<file path="config.mk">
export PLATFORM = sky130hd
export DESIGN_NAME = humidity_temp_frame_decoder_flat
export DESIGN_NICKNAME = d
export VERILOG_FILES = /design/src/rtl/htfd_pkg.sv /design/src/rtl/htfd_if.sv /design/src/rtl/htfd_frame.sv /design/src/rtl/htfd_scale.sv /design/src/rtl/humidity_temp_frame_decoder.sv /design/src/flat_wrapper.sv
export SDC_FILE = /design/constraint.sdc
export NUM_CORES = 1
export LEC_CHECK = 0
export ABC_AREA = 0
export BUFFER_PORTS_ARGS = -buffer_cell sky130_fd_sc_hd__buf_2
export CAP_MARGIN = 20
export CORE_MARGIN = 5
export CORE_UTILIZATION = 39
export DETAILED_ROUTE_END_ITERATION = 10
export PLACE_DENSITY = 0.64
export SLEW_MARGIN = 25
export SYNTH_ARGS = -nofsm -noshare
export SYNTH_HDL_FRONTEND = slang
export SYNTH_SLANG_ARGS = --single-unit
</file>
<file path="constraint.sdc">
create_clock -name clk -period 4.3 [get_ports clk]
set_input_delay 0.86 -clock clk [delete_from_list [all_inputs] [get_ports clk]]
set_output_delay 0.86 -clock clk [all_outputs]
set_load 0.01 [all_outputs]
</file>
<file path="src/rtl/htfd_pkg.sv">
// htfd_pkg: shared types, constants and the crc-8 byte update for the
// humidity/temperature frame decoder. No dependencies.
package htfd_pkg;

  localparam logic [7:0] CRC_POLY = 8'h31;
  localparam logic [7:0] CRC_INIT = 8'hFF;

  // byte positions within one sensor frame
  localparam logic [2:0] POS_T_HI  = 3'd0;
  localparam logic [2:0] POS_T_LO  = 3'd1;
  localparam logic [2:0] POS_T_CRC = 3'd2;
  localparam logic [2:0] POS_H_HI  = 3'd3;
  localparam logic [2:0] POS_H_LO  = 3'd4;
  localparam logic [2:0] POS_H_CRC = 3'd5;

  localparam logic [14:0] TEMP_SCALE  = 15'd17500;
  localparam logic [13:0] HUM_SCALE   = 14'd10000;
  localparam logic [14:0] TEMP_OFFSET = 15'd4500;

  typedef struct packed {
    logic        status;
    logic [15:0] temperature_raw;
    logic [15:0] humidity_raw;
  } word_t;

  function automatic logic [7:0] crc_byte(input logic [7:0] crc, input logic [7:0] b);
    logic [7:0] c;
    c = crc ^ b;
    for (int k = 0; k < 8; k++) begin
      if (c[7]) begin
        c = {c[6:0], 1'b0} ^ CRC_POLY;
      end else begin
        c = {c[6:0], 1'b0};
      end
    end
    return c;
  endfunction

endpackage

</file>
<file path="src/rtl/htfd_if.sv">
// htfd_if: valid/ready channel interfaces for frame bytes and decoded results.
// No dependencies.
interface htfd_in_if;
  logic       valid;
  logic       ready;
  logic [7:0] data_byte;
  logic       frame_start;

  modport source (output valid, data_byte, frame_start, input ready);
  modport sink (input valid, data_byte, frame_start, output ready);
endinterface

interface htfd_out_if;
  logic               valid;
  logic               ready;
  logic               status;
  logic signed [14:0] temperature_centi;
  logic        [13:0] humidity_centi;
  logic        [15:0] temperature_raw;
  logic        [15:0] humidity_raw;

  modport source (output valid, status, temperature_centi, humidity_centi,
                  temperature_raw, humidity_raw, input ready);
  modport sink (input valid, status, temperature_centi, humidity_centi,
                temperature_raw, humidity_raw, output ready);
endinterface

</file>
<file path="src/rtl/htfd_frame.sv">
// htfd_frame: byte position tracking, crc-8 checks and word capture.
// Depends on htfd_pkg and htfd_in_if.
module htfd_frame (
  input  logic           clk,
  input  logic           rst,
  htfd_in_if.sink        frame,
  input  logic           pass,
  output logic           word_valid,
  output htfd_pkg::word_t word
);

  logic [2:0]  pos;
  logic [2:0]  pos_next;
  logic [2:0]  pos_eff;
  logic [7:0]  crc;
  logic [7:0]  crc_next;
  logic [15:0] tword;
  logic [15:0] tword_next;
  logic        tok;
  logic        tok_next;
  logic [7:0]  hhi;
  logic [7:0]  hhi_next;
  logic [7:0]  hlo;
  logic [7:0]  hlo_next;
  logic        accept;

  assign frame.ready = pass;
  assign accept      = frame.valid && pass;

  always_comb begin
    if (frame.frame_start || pos > htfd_pkg::POS_H_CRC) begin
      pos_eff = htfd_pkg::POS_T_HI;
    end else begin
      pos_eff = pos;
    end
  end

  always_comb begin
    pos_next   = pos_eff + 3'd1;
    crc_next   = crc;
    tword_next = tword;
    tok_next   = tok;
    hhi_next   = hhi;
    hlo_next   = hlo;
    unique case (pos_eff)
      htfd_pkg::POS_T_HI: begin
        tword_next = {frame.data_byte, 8'h00};
        crc_next   = htfd_pkg::crc_byte(htfd_pkg::CRC_INIT, frame.data_byte);
      end
      htfd_pkg::POS_T_LO: begin
        tword_next = {tword[15:8], frame.data_byte};
        crc_next   = htfd_pkg::crc_byte(crc, frame.data_byte);
      end
      htfd_pkg::POS_T_CRC: begin
        tok_next = (crc == frame.data_byte);
        crc_next = htfd_pkg::CRC_INIT;
      end
      htfd_pkg::POS_H_HI: begin
        hhi_next = frame.data_byte;
        crc_next = htfd_pkg::crc_byte(htfd_pkg::CRC_INIT, frame.data_byte);
      end
      htfd_pkg::POS_H_LO: begin
        hlo_next = frame.data_byte;
        crc_next = htfd_pkg::crc_byte(crc, frame.data_byte);
      end
      default: begin
        crc_next = htfd_pkg::CRC_INIT;
        pos_next = htfd_pkg::POS_T_HI;
      end
    endcase
  end

  assign word_valid           = accept && (pos_eff == htfd_pkg::POS_H_CRC);
  assign word.status          = !(tok && (crc == frame.data_byte));
  assign word.temperature_raw = tword;
  assign word.humidity_raw    = {hhi, hlo};

  always_ff @(posedge clk) begin
    if (rst) begin
      pos   <= htfd_pkg::POS_T_HI;
      crc   <= htfd_pkg::CRC_INIT;
      tword <= 16'h0000;
      tok   <= 1'b0;
      hhi   <= 8'h00;
      hlo   <= 8'h00;
    end else if (accept) begin
      pos   <= pos_next;
      crc   <= crc_next;
      tword <= tword_next;
      tok   <= tok_next;
      hhi   <= hhi_next;
      hlo   <= hlo_next;
    end
  end

`ifndef SYNTHESIS
  a_pos_range: assert property (@(posedge clk) disable iff (rst)
    pos <= htfd_pkg::POS_H_CRC)
    else $error("frame position out of range");

  a_frame_wrap: assert property (@(posedge clk) disable iff (rst)
    word_valid |=> (pos == htfd_pkg::POS_T_HI) && (crc == htfd_pkg::CRC_INIT))
    else $error("frame did not restart after last byte");

  a_tcrc_reload: assert property (@(posedge clk) disable iff (rst)
    accept && (pos_eff == htfd_pkg::POS_T_CRC) |=>
      (crc == htfd_pkg::CRC_INIT) && (pos == htfd_pkg::POS_H_HI))
    else $error("crc not reloaded after temperature check byte");
`endif

endmodule

</file>
<file path="src/rtl/htfd_scale.sv">
// htfd_scale: product stage and divide-by-65535 output stage for the
// decoded words. Depends on htfd_pkg and htfd_out_if.
module htfd_scale (
  input  logic            clk,
  input  logic            rst,
  input  logic            word_valid,
  input  htfd_pkg::word_t word,
  output logic            pass,
  htfd_out_if.source      result
);

  logic        v1;
  logic        status1;
  logic [15:0] traw1;
  logic [15:0] hraw1;
  logic [30:0] tprod;
  logic [29:0] hprod;
  logic [31:0] tsum;
  logic [30:0] hsum;
  logic [14:0] tq;
  logic [13:0] hq;
  logic        adv_out;

  assign adv_out = !result.valid || result.ready;
  assign pass    = !v1 || adv_out;

  // x / 65535 as (x + (x >> 16) + 1) >> 16, exact for x below 2^32 - 1
  assign tsum = 32'(tprod) + 32'(tprod[30:16]) + 32'd1;
  assign hsum = 31'(hprod) + 31'(hprod[29:16]) + 31'd1;
  assign tq   = tsum[30:16];
  assign hq   = hsum[29:16];

  always_ff @(posedge clk) begin
    if (rst) begin
      v1 <= 1'b0;
    end else if (word_valid) begin
      v1 <= 1'b1;
    end else if (adv_out) begin
      v1 <= 1'b0;
    end
  end

  always_ff @(posedge clk) begin
    if (word_valid) begin
      status1 <= word.status;
      traw1   <= word.temperature_raw;
      hraw1   <= word.humidity_raw;
      tprod   <= 31'(word.temperature_raw) * 31'(htfd_pkg::TEMP_SCALE);
      hprod   <= 30'(word.humidity_raw) * 30'(htfd_pkg::HUM_SCALE);
    end
  end

  always_ff @(posedge clk) begin
    if (rst) begin
      result.valid <= 1'b0;
    end else if (adv_out) begin
      result.valid <= v1;
    end
  end

  always_ff @(posedge clk) begin
    if (adv_out && v1) begin
      result.status            <= status1;
      result.temperature_centi <= $signed(tq - htfd_pkg::TEMP_OFFSET);
      result.humidity_centi    <= hq;
      result.temperature_raw   <= traw1;
      result.humidity_raw      <= hraw1;
    end
  end

`ifndef SYNTHESIS
  a_stage_hold: assert property (@(posedge clk) disable iff (rst)
    v1 && !adv_out |=> v1 && $stable(traw1) && $stable(hraw1) && $stable(status1))
    else $error("product stage lost while output stalled");

  a_no_overwrite: assert property (@(posedge clk) disable iff (rst)
    word_valid |-> pass)
    else $error("word loaded into occupied product stage");
`endif

endmodule

</file>
<file path="src/rtl/humidity_temp_frame_decoder.sv">
// humidity_temp_frame_decoder: six-byte sensor frame decoder with crc-8 checks.
// The sixth byte's word is registered into the product stage, then into the output registers for the result.
// Throughput: one byte per cycle unless the output stalls with both the product and output registers full.
// Reset (rst, synchronous): position to byte zero, crc to 0xFF, pipeline empty.
// Depends on htfd_pkg, htfd_if, htfd_frame and htfd_scale.
module humidity_temp_frame_decoder (
  input  logic       clk,
  input  logic       rst,
  htfd_in_if.sink    frame,
  htfd_out_if.source result
);

  logic            pass;
  logic            word_valid;
  htfd_pkg::word_t word;

  htfd_frame u_frame (
    .clk        (clk),
    .rst        (rst),
    .frame      (frame),
    .pass       (pass),
    .word_valid (word_valid),
    .word       (word)
  );

  htfd_scale u_scale (
    .clk        (clk),
    .rst        (rst),
    .word_valid (word_valid),
    .word       (word),
    .pass       (pass),
    .result     (result)
  );

endmodule
</file>
<file path="src/flat_wrapper.sv">
// flat-port wrapper written by rule: the top's interface ports become plain ports
module humidity_temp_frame_decoder_flat 
  (clk, rst, frame_valid, frame_data_byte, frame_frame_start, frame_ready, result_valid, result_status, result_temperature_centi, result_humidity_centi, result_temperature_raw, result_humidity_raw, result_ready);
  htfd_in_if frame_i ();
  htfd_out_if result_i ();
  input  logic clk;
  input  logic rst;
  input wire logic [$bits(frame_i.valid)-1:0] frame_valid;
  input wire logic [$bits(frame_i.data_byte)-1:0] frame_data_byte;
  input wire logic [$bits(frame_i.frame_start)-1:0] frame_frame_start;
  output wire logic [$bits(frame_i.ready)-1:0] frame_ready;
  output wire logic [$bits(result_i.valid)-1:0] result_valid;
  output wire logic [$bits(result_i.status)-1:0] result_status;
  output wire logic [$bits(result_i.temperature_centi)-1:0] result_temperature_centi;
  output wire logic [$bits(result_i.humidity_centi)-1:0] result_humidity_centi;
  output wire logic [$bits(result_i.temperature_raw)-1:0] result_temperature_raw;
  output wire logic [$bits(result_i.humidity_raw)-1:0] result_humidity_raw;
  input wire logic [$bits(result_i.ready)-1:0] result_ready;
  assign frame_i.valid = frame_valid;
  assign frame_i.data_byte = frame_data_byte;
  assign frame_i.frame_start = frame_frame_start;
  assign frame_ready = frame_i.ready;
  assign result_valid = result_i.valid;
  assign result_status = result_i.status;
  assign result_temperature_centi = result_i.temperature_centi;
  assign result_humidity_centi = result_i.humidity_centi;
  assign result_temperature_raw = result_i.temperature_raw;
  assign result_humidity_raw = result_i.humidity_raw;
  assign result_i.ready = result_ready;
  humidity_temp_frame_decoder u_core (.clk(clk), .rst(rst), .frame(frame_i), .result(result_i));
endmodule
</file>
Word-level counts from Yosys, hierarchy flattened
Index checks and enable logic that the tools add are counted.

Register bits: 196. Bits of input ports: 13.

Add/subtract/negate cells: 6. $mul: 2. $lt $le $gt $ge: 1. Equality and inequality tests: 6. Mux-type cells: 64. Bitwise operators: 33. Reductions and logical operators: 19.

Operator list (count): 8-bit two-way mux (28); 6-bit two-way mux (30); 3-bit NOT (30); 16-bit case mux with 2 select lines (1); 8-bit case mux with 4 select lines (1); 31-bit by 1-bit adder with 31-bit output (second input constant) (1); 31-bit by 15-bit adder with 31-bit output (1); 30-bit by 1-bit adder with 30-bit output (second input constant) (1); 30-bit by 14-bit adder with 30-bit output (1); 16-bit by 13-bit multiplier with 29-bit output (second input constant) (1); 16-bit by 10-bit multiplier with 26-bit output (second input constant) (1); 15-bit by 13-bit subtractor with 15-bit output (second input constant) (1); 8-bit == test (1); 8-bit NOT (1); 2-bit AND reduction (4); 8-bit bitwise XOR (1); 3-bit by 2-bit == test with 1-bit output (second input constant) (2); 3-bit == test (second input constant) (2); 3-bit two-way mux (2); 5-bit OR reduction (1); 1-bit logical AND (4); 2-bit nonzero test (2); 3-bit by 1-bit adder with 3-bit output (second input constant) (1); 3-bit by 1-bit == test with 1-bit output (second input constant) (1); other kinds (7) (12).

Depth between registers and ports, before layout
Gate-level depths: netlist of run 1.

Word-level depth: 26. Depth in mapped cells: 20. Gate-level depth less buffers: 20.

By module
A second synthesis of run 1 with hierarchy kept.

Cell total of the unflattened synthesis: 1195. Area, all modules: 13583.0 um^2.

Modules (own cells, without submodules): htfd_scale (instances 1, cells an instance 946, area an instance 11248.3 um^2, sequential area each 4394.2 um^2); htfd_frame (instances 1, cells an instance 249, area an instance 2334.7 um^2, sequential area each 880.8 um^2).

Worst setup path before layout of run 1
No wires, ideal clock.

Kind: register to register. Start point: reg u_core.u_frame.tword[9]. End point: reg u_core.u_scale.tprod[29] (data pin). Setup time: 0.257 ns. Data arrival time: 4.547 ns. Data required time: 4.043 ns. Setup slack: -0.504 ns. Cell stages (with the launch flop): 18. Period minus slack after synthesis: 4.804 ns. Cell sequence: dfxtp_1 -> ha_1 -> fa_1 -> ha_1 -> fa_1 -> inv_1 -> fa_1 -> inv_1 -> ha_1 -> clkbuf_1 -> a21oi_1 -> o21ai_0 -> nand3_1 -> nand3_1 -> a2111oi_0 -> nor3_1 -> a211o_1 -> xor2_1.

Cells in the longest elaborated chain, start to end: 1.

Ends and longest elaborated chain: start: declaration (RTL line htfd_frame.sv:17) `logic [15:0] tword;`; start signal: assignment (RTL line htfd_frame.sv:89) `tword <= tword_next;`; 16-bit by 13-bit multiplier with 29-bit output (RTL line htfd_scale.sv:48) `tprod <= 31'(word.temperature_raw) * 31'(htfd_pkg::TEMP_SCALE);`; end signal: assignment (RTL line htfd_scale.sv:48); end: declaration (RTL line htfd_scale.sv:16) `logic [30:0] tprod;`.

Every way passes these cells. A chain may end at the register's enable or synchronous reset.

Worst setup path in the final report of run 1
Start point: reg u_core.u_frame.hlo[5]. End point: reg u_core.u_scale.hprod[26] (data pin).

Cells in the longest elaborated chain, start to end: 1.

Ends and longest elaborated chain: start: declaration (RTL line htfd_frame.sv:23) `logic [7:0] hlo;`; start signal: assignment (RTL line htfd_frame.sv:92) `hlo <= hlo_next;`; 16-bit by 10-bit multiplier with 26-bit output (RTL line htfd_scale.sv:49) `hprod <= 30'(word.humidity_raw) * 30'(htfd_pkg::HUM_SCALE);`; end signal: assignment (RTL line htfd_scale.sv:49); end: declaration (RTL line htfd_scale.sv:17) `logic [29:0] hprod;`.

Every way passes these cells.

==> metrics, run 1 <==
total grt overflow=0; flops & latches, synth=191; Sequential Power Share=0.448; CTS Buffer Depth=2; max cap viols=0; count of input and output buffers=76; # nets final=1738; Combinational Power Share=0.186; Synth async-reset ratio=0; xor/xnor share of the synthesized area=0.0647; CTS root buf=clkbuf_16; clk slew on worst S/H paths=0.07 ns; Tmin final=4.48 ns; Period Utilization, post-route=1.04; crit path max fanout=4; largest family of logic cells by synthesized area=adder cells; vias in the first global route=9569; clock latency on the worst-skew pair=0.46 ns; Clk pwr share=0.366; non-filler cells, final=1916; Power Density=265 nW/um^2; failing checks=negative setup slack; Post-Syn Area=13700 um^2; core footprint=34500 um^2; M1 WL=14.4 mm; Die H=197 um; TritonRoute pass-1 iters=5; CTS Sinks=191; routed wl met3=872 um; htree depth=4; Hold Fails Final Rpt=0; final setup margin=-0.179 ns; pre-CTS setup slack=-0.217 ns; GP Congestion=0.847; placed cells=1867; WP data required=4.50 ns; cells after synthesis=1250; Power Internal=3270 uW; fmax=223 MHz; post-synthesis compound-gate area fraction=0.0955; final wirelength=29.0 mm; post-synthesis sequential area ratio=0.386; mux cell area share after synthesis=0.0132; number of enable flip-flop cells after synthesis=145; Syn Nets=1540; Post-Synth Simple-Gate Area=0.0750; r2r setup slk=-0.18 ns; switching power share of the total=0.271; Reg-to-Reg End=u_core.u_scale.hprod[26]; hold_buf cts=0; RR Startpoint=u_core.u_frame.hlo[5]; # IOs=77; DR vias=9314; LEAKAGE=0.00767 uW; CTS tree=yes; Initial Util=0.396; unrepaired setup endpoints after global routing=yes; TNS Setup=-0.344 ns; Vias per Instance=4.86; final-report max-slew violation count=0; metal2 WL=13.3 mm; DP Wirelength=22.4 mm; post-route ant nets=0; critical path endpoint category=register; VDD IR max=0.000292 V; Setup crit start=u_core.u_frame.hlo[5]; CP startpoint kind=register; wire length per cell=15.1 um; initial DRC count=432; Ys Warns=0; Net Switching=1220 uW; Arr. time, crit path=4.68 ns; share of cells above drive strength 1=0.265; DRC=0; Finished Core Util=0.490; Cell variety after synth=59; Critical path destination=u_core.u_scale.hprod[26]; Setup CP Type=register to register; Die Span X=197 um; Synth Area in Adders=0.297; R2R depth=19; die area=38900 um^2; first-pass GRT wire length=48.2 mm; worst min path class=register to register; status=finished, violations left; skew final=0.0142 ns; Overall Power=4480 uW; initial antenna violation count=0; cts bufs inserted=17; slew at the pin closest to its max-slew limit=0.865 ns; syn_area_per_cell=10.9 um^2; Layout area overhead=23.8%; Highest Signal Layer=met4; total track usage=0.153; Final setup viols=5; largest net degree at the start of global routing=63; # diodes=0; FP Rows=68; Main synth FF type=edfxtp_1; Rel. slew slack=0.423
-- metrics by stage --
step	instance area, um^2	hold slack [ns]
after floorplan	14000	0.400
after global placement	15700	0.403
after detailed placement	15700	0.405
after CTS	16700	0.421
after global routing	16900	0.429
final	16900	0.418
-- critical path, cell delays in order, from the launching register on --
cell,delay (ns)
dfxtp_4,0.35
inv_2,0.05
fa_1,0.52
inv_1,0.06
ha_4,0.21
fa_1,0.47
ha_1,0.28
inv_1,0.05
fa_1,0.51
inv_2,0.05
ha_4,0.25
a21oi_4,0.17
nand2_1,0.08
o21ai_2,0.17
o31ai_2,0.10
o41ai_2,0.39
buf_4,0.18
o21bai_1,0.06
a21oi_1,0.18
xnor2_1,0.09
-- cell families (layout without fill, tap and decap cells) --
kind of cell | after synthesis | count (layout)
buffers and inverters | 248 | 459
xor gates and xnor gates | 101 | 101
DFF | 191 | 191
AOI/OAI and AO/OA | 200 | 200
and+or+nand+nor | 215 | 215
muxes | 18 | 18
adders and majority gates | 277 | 277
-- area by class of cell --
type | instances | area [um^2]
clock inverter | 15 | 179
tap | 455 | 569
sequential | 191 | 5340
clock buffer | 17 | 425
multi-input combinational | 811 | 8190
fill | 3078 | 17600
inverter | 222 | 845
timing repair buffer | 205 | 1390
-- timing repair --
item                                    CTS  global route
gates resized for setup                  53            50
pin swaps                                55            62
endpoints found under the setup margin   15            19
setup buffers                             8            11
gates cloned                              0             0
-- power by group through the flow --
stage,combinational (uW),sequential (uW),clock [uW]
2_1_floorplan,529,2050,0
3_3_place_gp,730,2050,0
5_1_grt,944,2010,1770
4_1_cts,807,2010,1690
6_report,835,2010,1640
3_5_place_dp,737,2050,0
-- metal layers --
metal / up-vias / track usage
met4: 0 / 0.0449
met1: 4490 / 0.218
met2: 116 / 0.243
li1: 4683 / -
met5: - / 0
met3: 25 / 0.0252
-- flip-flops by register name, indices dropped and copies added (netlist names), 8 cells and up --
name                                     cells
u_core.u_scale.result.humidity_raw          16
u_core.u_frame.hhi                           8
u_core.u_scale.result.humidity_centi        14
u_core.u_scale.result.temperature_raw       16
u_core.u_frame.hlo                           8
u_core.u_frame.crc                           8
u_core.u_scale.tprod                        28
u_core.u_scale.hprod                        22
u_core.u_scale.traw1                        16
u_core.u_scale.hraw1                        16
u_core.u_frame.tword                        16
u_core.u_scale.result.temperature_centi     15
-- synthesized netlist by cell type, drive strengths merged (2+ instances only) --
master / number / share of area
o21a: 5 / 0.0027
o211ai: 5 / 0.0027
xnor2: 66 / 0.042
fa: 80 / 0.12
nand4: 13 / 0.0059
a21o: 21 / 0.012
buf: 3 / 0.0010
mux2i: 18 / 0.013
a221oi: 3 / 0.0019
and4: 3 / 0.0019
and3: 8 / 0.0037
a22oi: 8 / 0.0044
or2: 2 / 0.00092
ha: 197 / 0.18
nand2: 53 / 0.015
o21ai: 34 / 0.012
a31o: 2 / 0.0013
nor2b: 6 / 0.0027
nor3b: 3 / 0.0020
xor2: 35 / 0.022
clkbuf: 23 / 0.0063
nand3: 31 / 0.011
a211oi: 13 / 0.0075
o31ai: 3 / 0.0016
o221ai: 5 / 0.0032
nor2: 67 / 0.018
inv: 222 / 0.061
o21bai: 9 / 0.0049
or4b: 2 / 0.0015
dfxtp: 46 / 0.067
a21oi: 64 / 0.024
o211a: 3 / 0.0022
and2: 6 / 0.0027
edfxtp: 145 / 0.32
a31oi: 5 / 0.0023
a211o: 7 / 0.0045
nand2b: 10 / 0.0046
nor3: 7 / 0.0026
o2111ai: 3 / 0.0019
-- cells in the final DEF (no fill, tap or decap), types with 7 or more instances in the layout --
cell type | Yosys | final
inv_1 | 222 | 189
ha_1 | 197 | 155
edfxtp_1 | 145 | 145
buf_4 | 0 | 124
fa_1 | 80 | 77
buf_2 | 2 | 76
nor2_1 | 67 | 67
xnor2_1 | 66 | 65
a21oi_1 | 63 | 51
nand2_1 | 53 | 50
ha_4 | 0 | 40
xor2_1 | 35 | 35
nand3_1 | 31 | 28
inv_2 | 0 | 28
dfxtp_1 | 46 | 25
a21o_1 | 21 | 21
o21ai_0 | 31 | 20
mux2i_1 | 18 | 18
clkbuf_16 | 0 | 17
dfxtp_4 | 0 | 14
nand4_1 | 13 | 13
a21oi_2 | 1 | 12
nand2b_1 | 10 | 9
o21ai_1 | 3 | 8
and3_1 | 8 | 8
o21bai_1 | 9 | 8
a22oi_1 | 8 | 8
a211oi_2 | 1 | 7
a211o_1 | 7 | 7
dfxtp_2 | 0 | 7
-- worst min path at each step --
stage | start | to | cells past startpoint
6_report | u_core.u_scale.hraw1[12] | u_core.u_scale.result.humidity_raw[12] | 0
3_3_place_gp | u_core.u_scale.hraw1[15] | u_core.u_scale.result.humidity_raw[15] | 0
5_1_grt | u_core.u_scale.traw1[1] | u_core.u_scale.result.temperature_raw[1] | 0
4_1_cts | u_core.u_scale.hraw1[12] | u_core.u_scale.result.humidity_raw[12] | 0
2_1_floorplan | u_core.u_scale.hraw1[10] | u_core.u_scale.result.humidity_raw[10] | 0
3_5_place_dp | u_core.u_scale.hraw1[12] | u_core.u_scale.result.humidity_raw[12] | 0
Power figures use the tool's default switching activity.
==> inputs of run 2 (changes only) <==
Settings changed: BUFFER_PORTS_ARGS -buffer_cell sky130_fd_sc_hd__buf_2 to -buffer_cell sky130_fd_sc_hd__clkbuf_2.
==> metrics, run 2 (synthesis gave the netlist of run 1 again) <==
largest net degree at the start of global routing=63 (unchanged); TNS Setup=-0.269 ns (+0.0750 ns); final wirelength=29.3 mm (+1.1%); Largest register FFs=28 (unchanged); FP Rows=68 (unchanged); first-pass GRT wire length=48.4 mm (+0.26%); FF+latch area=5340 um^2 (unchanged); skew final=0.0138 ns (-0.000460 ns); Period Utilization, post-route=1.02 (-0.0173); CTS tree=yes; final-report max-slew violation count=0 (unchanged); CTS Buffer Depth=2 (unchanged); fmax=227 MHz (+1.7%); DP Wirelength=22.6 mm (+0.78%); WP data required=4.50 ns (about the same); Hold Fails Final Rpt=0 (unchanged); cts bufs inserted=17 (unchanged); post-route cell area=16900 um^2 (about the same); crit path max fanout=6 (+2); fillers=3148 (+2.3%); commonest non-fill, non-tap cell in the layout=inv_1; TritonRoute pass-1 iters=7 (+2); GP Congestion=0.841 (-0.80%); count of input and output buffers=76 (unchanged); Rel. slew slack=0.391 (-0.0320); DRC=0 (unchanged); CP startpoint kind=register; clk slew on worst S/H paths=0.07 ns (about the same); wire length per cell=15.3 um (+1.1%); slew at the pin closest to its max-slew limit=0.913 ns (+0.0480 ns); Layout area overhead=23.9% (about the same); Die Span X=197 um (unchanged); Setup CP Type=register to register; core footprint=34500 um^2 (unchanged); Die H=197 um (unchanged); Tmin final=4.40 ns (-0.0745 ns); total grt overflow=0 (unchanged); r2r setup slk=-0.10 ns (+0.07 ns); initial DRC count=457 (+5.8%); # IOs=77 (unchanged); htree depth=4 (unchanged); Setup crit start=u_core.u_frame.tword[6]; Power Density=259 nW/um^2 (-2.2%); clock latency on the worst-skew pair=0.45 ns (about the same); # diodes=0 (unchanged); max cap viols=0 (unchanged); Final setup viols=3 (-2); CTS root buf=clkbuf_16; commonest cells after routing, fill and taps aside=inv_1 (188), ha_1 (155), edfxtp_1 (145); vias in the first global route=9516 (-0.55%); initial antenna violation count=0 (unchanged); CTS Sinks=191 (unchanged); Vias per Instance=4.89 (+0.49%); Initial Util=0.396 (unchanged); Hold Path Origin=u_core.u_scale.hraw1[10]; footprint of the multi-input gates=8220 um^2 (+0.41%); biggest regs=u_core.u_scale.tprod: 28 flops, u_core.u_scale.hprod: 22 flops; share of cells above drive strength 1=0.267 (+0.00205); critical path endpoint category=register; # nets final=1738 (unchanged); Finished Core Util=0.490 (about the same); VDD IR max=0.000285 V (-2.4%); Top reg by flops=u_core.u_scale.tprod; total track usage=0.154 (+0.000195); worst min path class=register to register; status=finished, violations left; die area=38900 um^2 (unchanged); post-route ant nets=0 (unchanged); Area after DPL=15700 um^2 (about the same); final setup margin=-0.104 ns (+0.0745 ns); Arr. time, crit path=4.60 ns (-0.08 ns); failing checks=negative setup slack; RR Startpoint=u_core.u_frame.tword[6]; LEAKAGE=0.00770 uW (+0.30%); unrepaired setup endpoints after global routing=yes; DR vias=9360 (+0.49%)
-- run 2: cell count changes in the layout (fill, tap and decap cells not counted), moves of 3 or more --
cell,delta
clkinvlp_4,-3
inv_6,+3
buf_4,-5
buf_2,-76
a21oi_4,+3
buf_6,+5
clkbuf_2,+76
-- run 2: stage by stage --
step / std cells / total power [uW] / setup WS, ns / hold slack [ns]
after CTS: 1905 / 4390 / -0.111 / 0.422
after global placement: 1868 / 2780 / -0.152 / 0.402
after global routing: 1916 / 4620 / -0.302 / 0.429
final: 1916 / 4390 / -0.104 / 0.419
after floorplan: 1250 / 2580 / -0.0561 / 0.400
after detailed placement: 1868 / 2790 / -0.250 / 0.405
-- run 2: final timing paths --
check / endpoint / cells after the start
max: u_core.u_scale.tprod[29] / 15
min: u_core.u_scale.result.humidity_raw[10] / 0
max reg2reg: u_core.u_scale.tprod[29] / 15
min reg2reg: u_core.u_scale.result.humidity_raw[10] / 0
-- run 2: layout make-up --
| class | instances | share of cell area |
|---|---|---|
| Clock buffer | 18 | 0.0253 |
| Clock inverter | 14 | 0.00761 |
| Inverter | 222 | 0.0499 |
| Multi-Input combinational cell | 811 | 0.486 |
| Sequential cell | 191 | 0.315 |
| Tap cell | 455 | 0.0336 |
| Timing Repair Buffer | 205 | 0.0829 |
-- run 2: critical path: stages, from the launching register on --
cell and delay [ns]:
dfxtp_4 0.39, buf_4 0.15, ha_1 0.30, fa_1 0.47, fa_1 0.55, inv_1 0.05
fa_1 0.52, inv_1 0.04, ha_1 0.20, or3_1 0.31, o211ai_1 0.14, nand3_2 0.15
a2111oi_4 0.43, nor3_2 0.06, a211o_1 0.24, xor2_1 0.15
-- run 2: timing repair --
| item | in CTS | in global routing |
|---|---|---|
| endpoints found under the setup margin | 15 | 18 |
| gates resized for setup | 53 | 64 |
| hold buffers | 0 | 0 |
| setup buffers | 6 | 11 |
| pin swaps | 69 | 51 |
| gates cloned | 0 | 0 |
-- run 2: where the power goes --
group	leakage [uW]	switching, uW	internal [uW]	total, uW
sequential	0.00158	20.3	1990	2010
combinational	0.00584	439	400	839
clock	0.000277	729	810	1540
total	0.00770	1190	3200	4390
-- run 2: layer usage --
metal,global-route usage,part of all wire,vias to the layer above
li1,-,-,4674
met1,0.220,0.50,4521
met2,0.243,0.46,134
met3,0.0247,0.026,31
met4,0.0442,0.016,0
met5,0,0,-
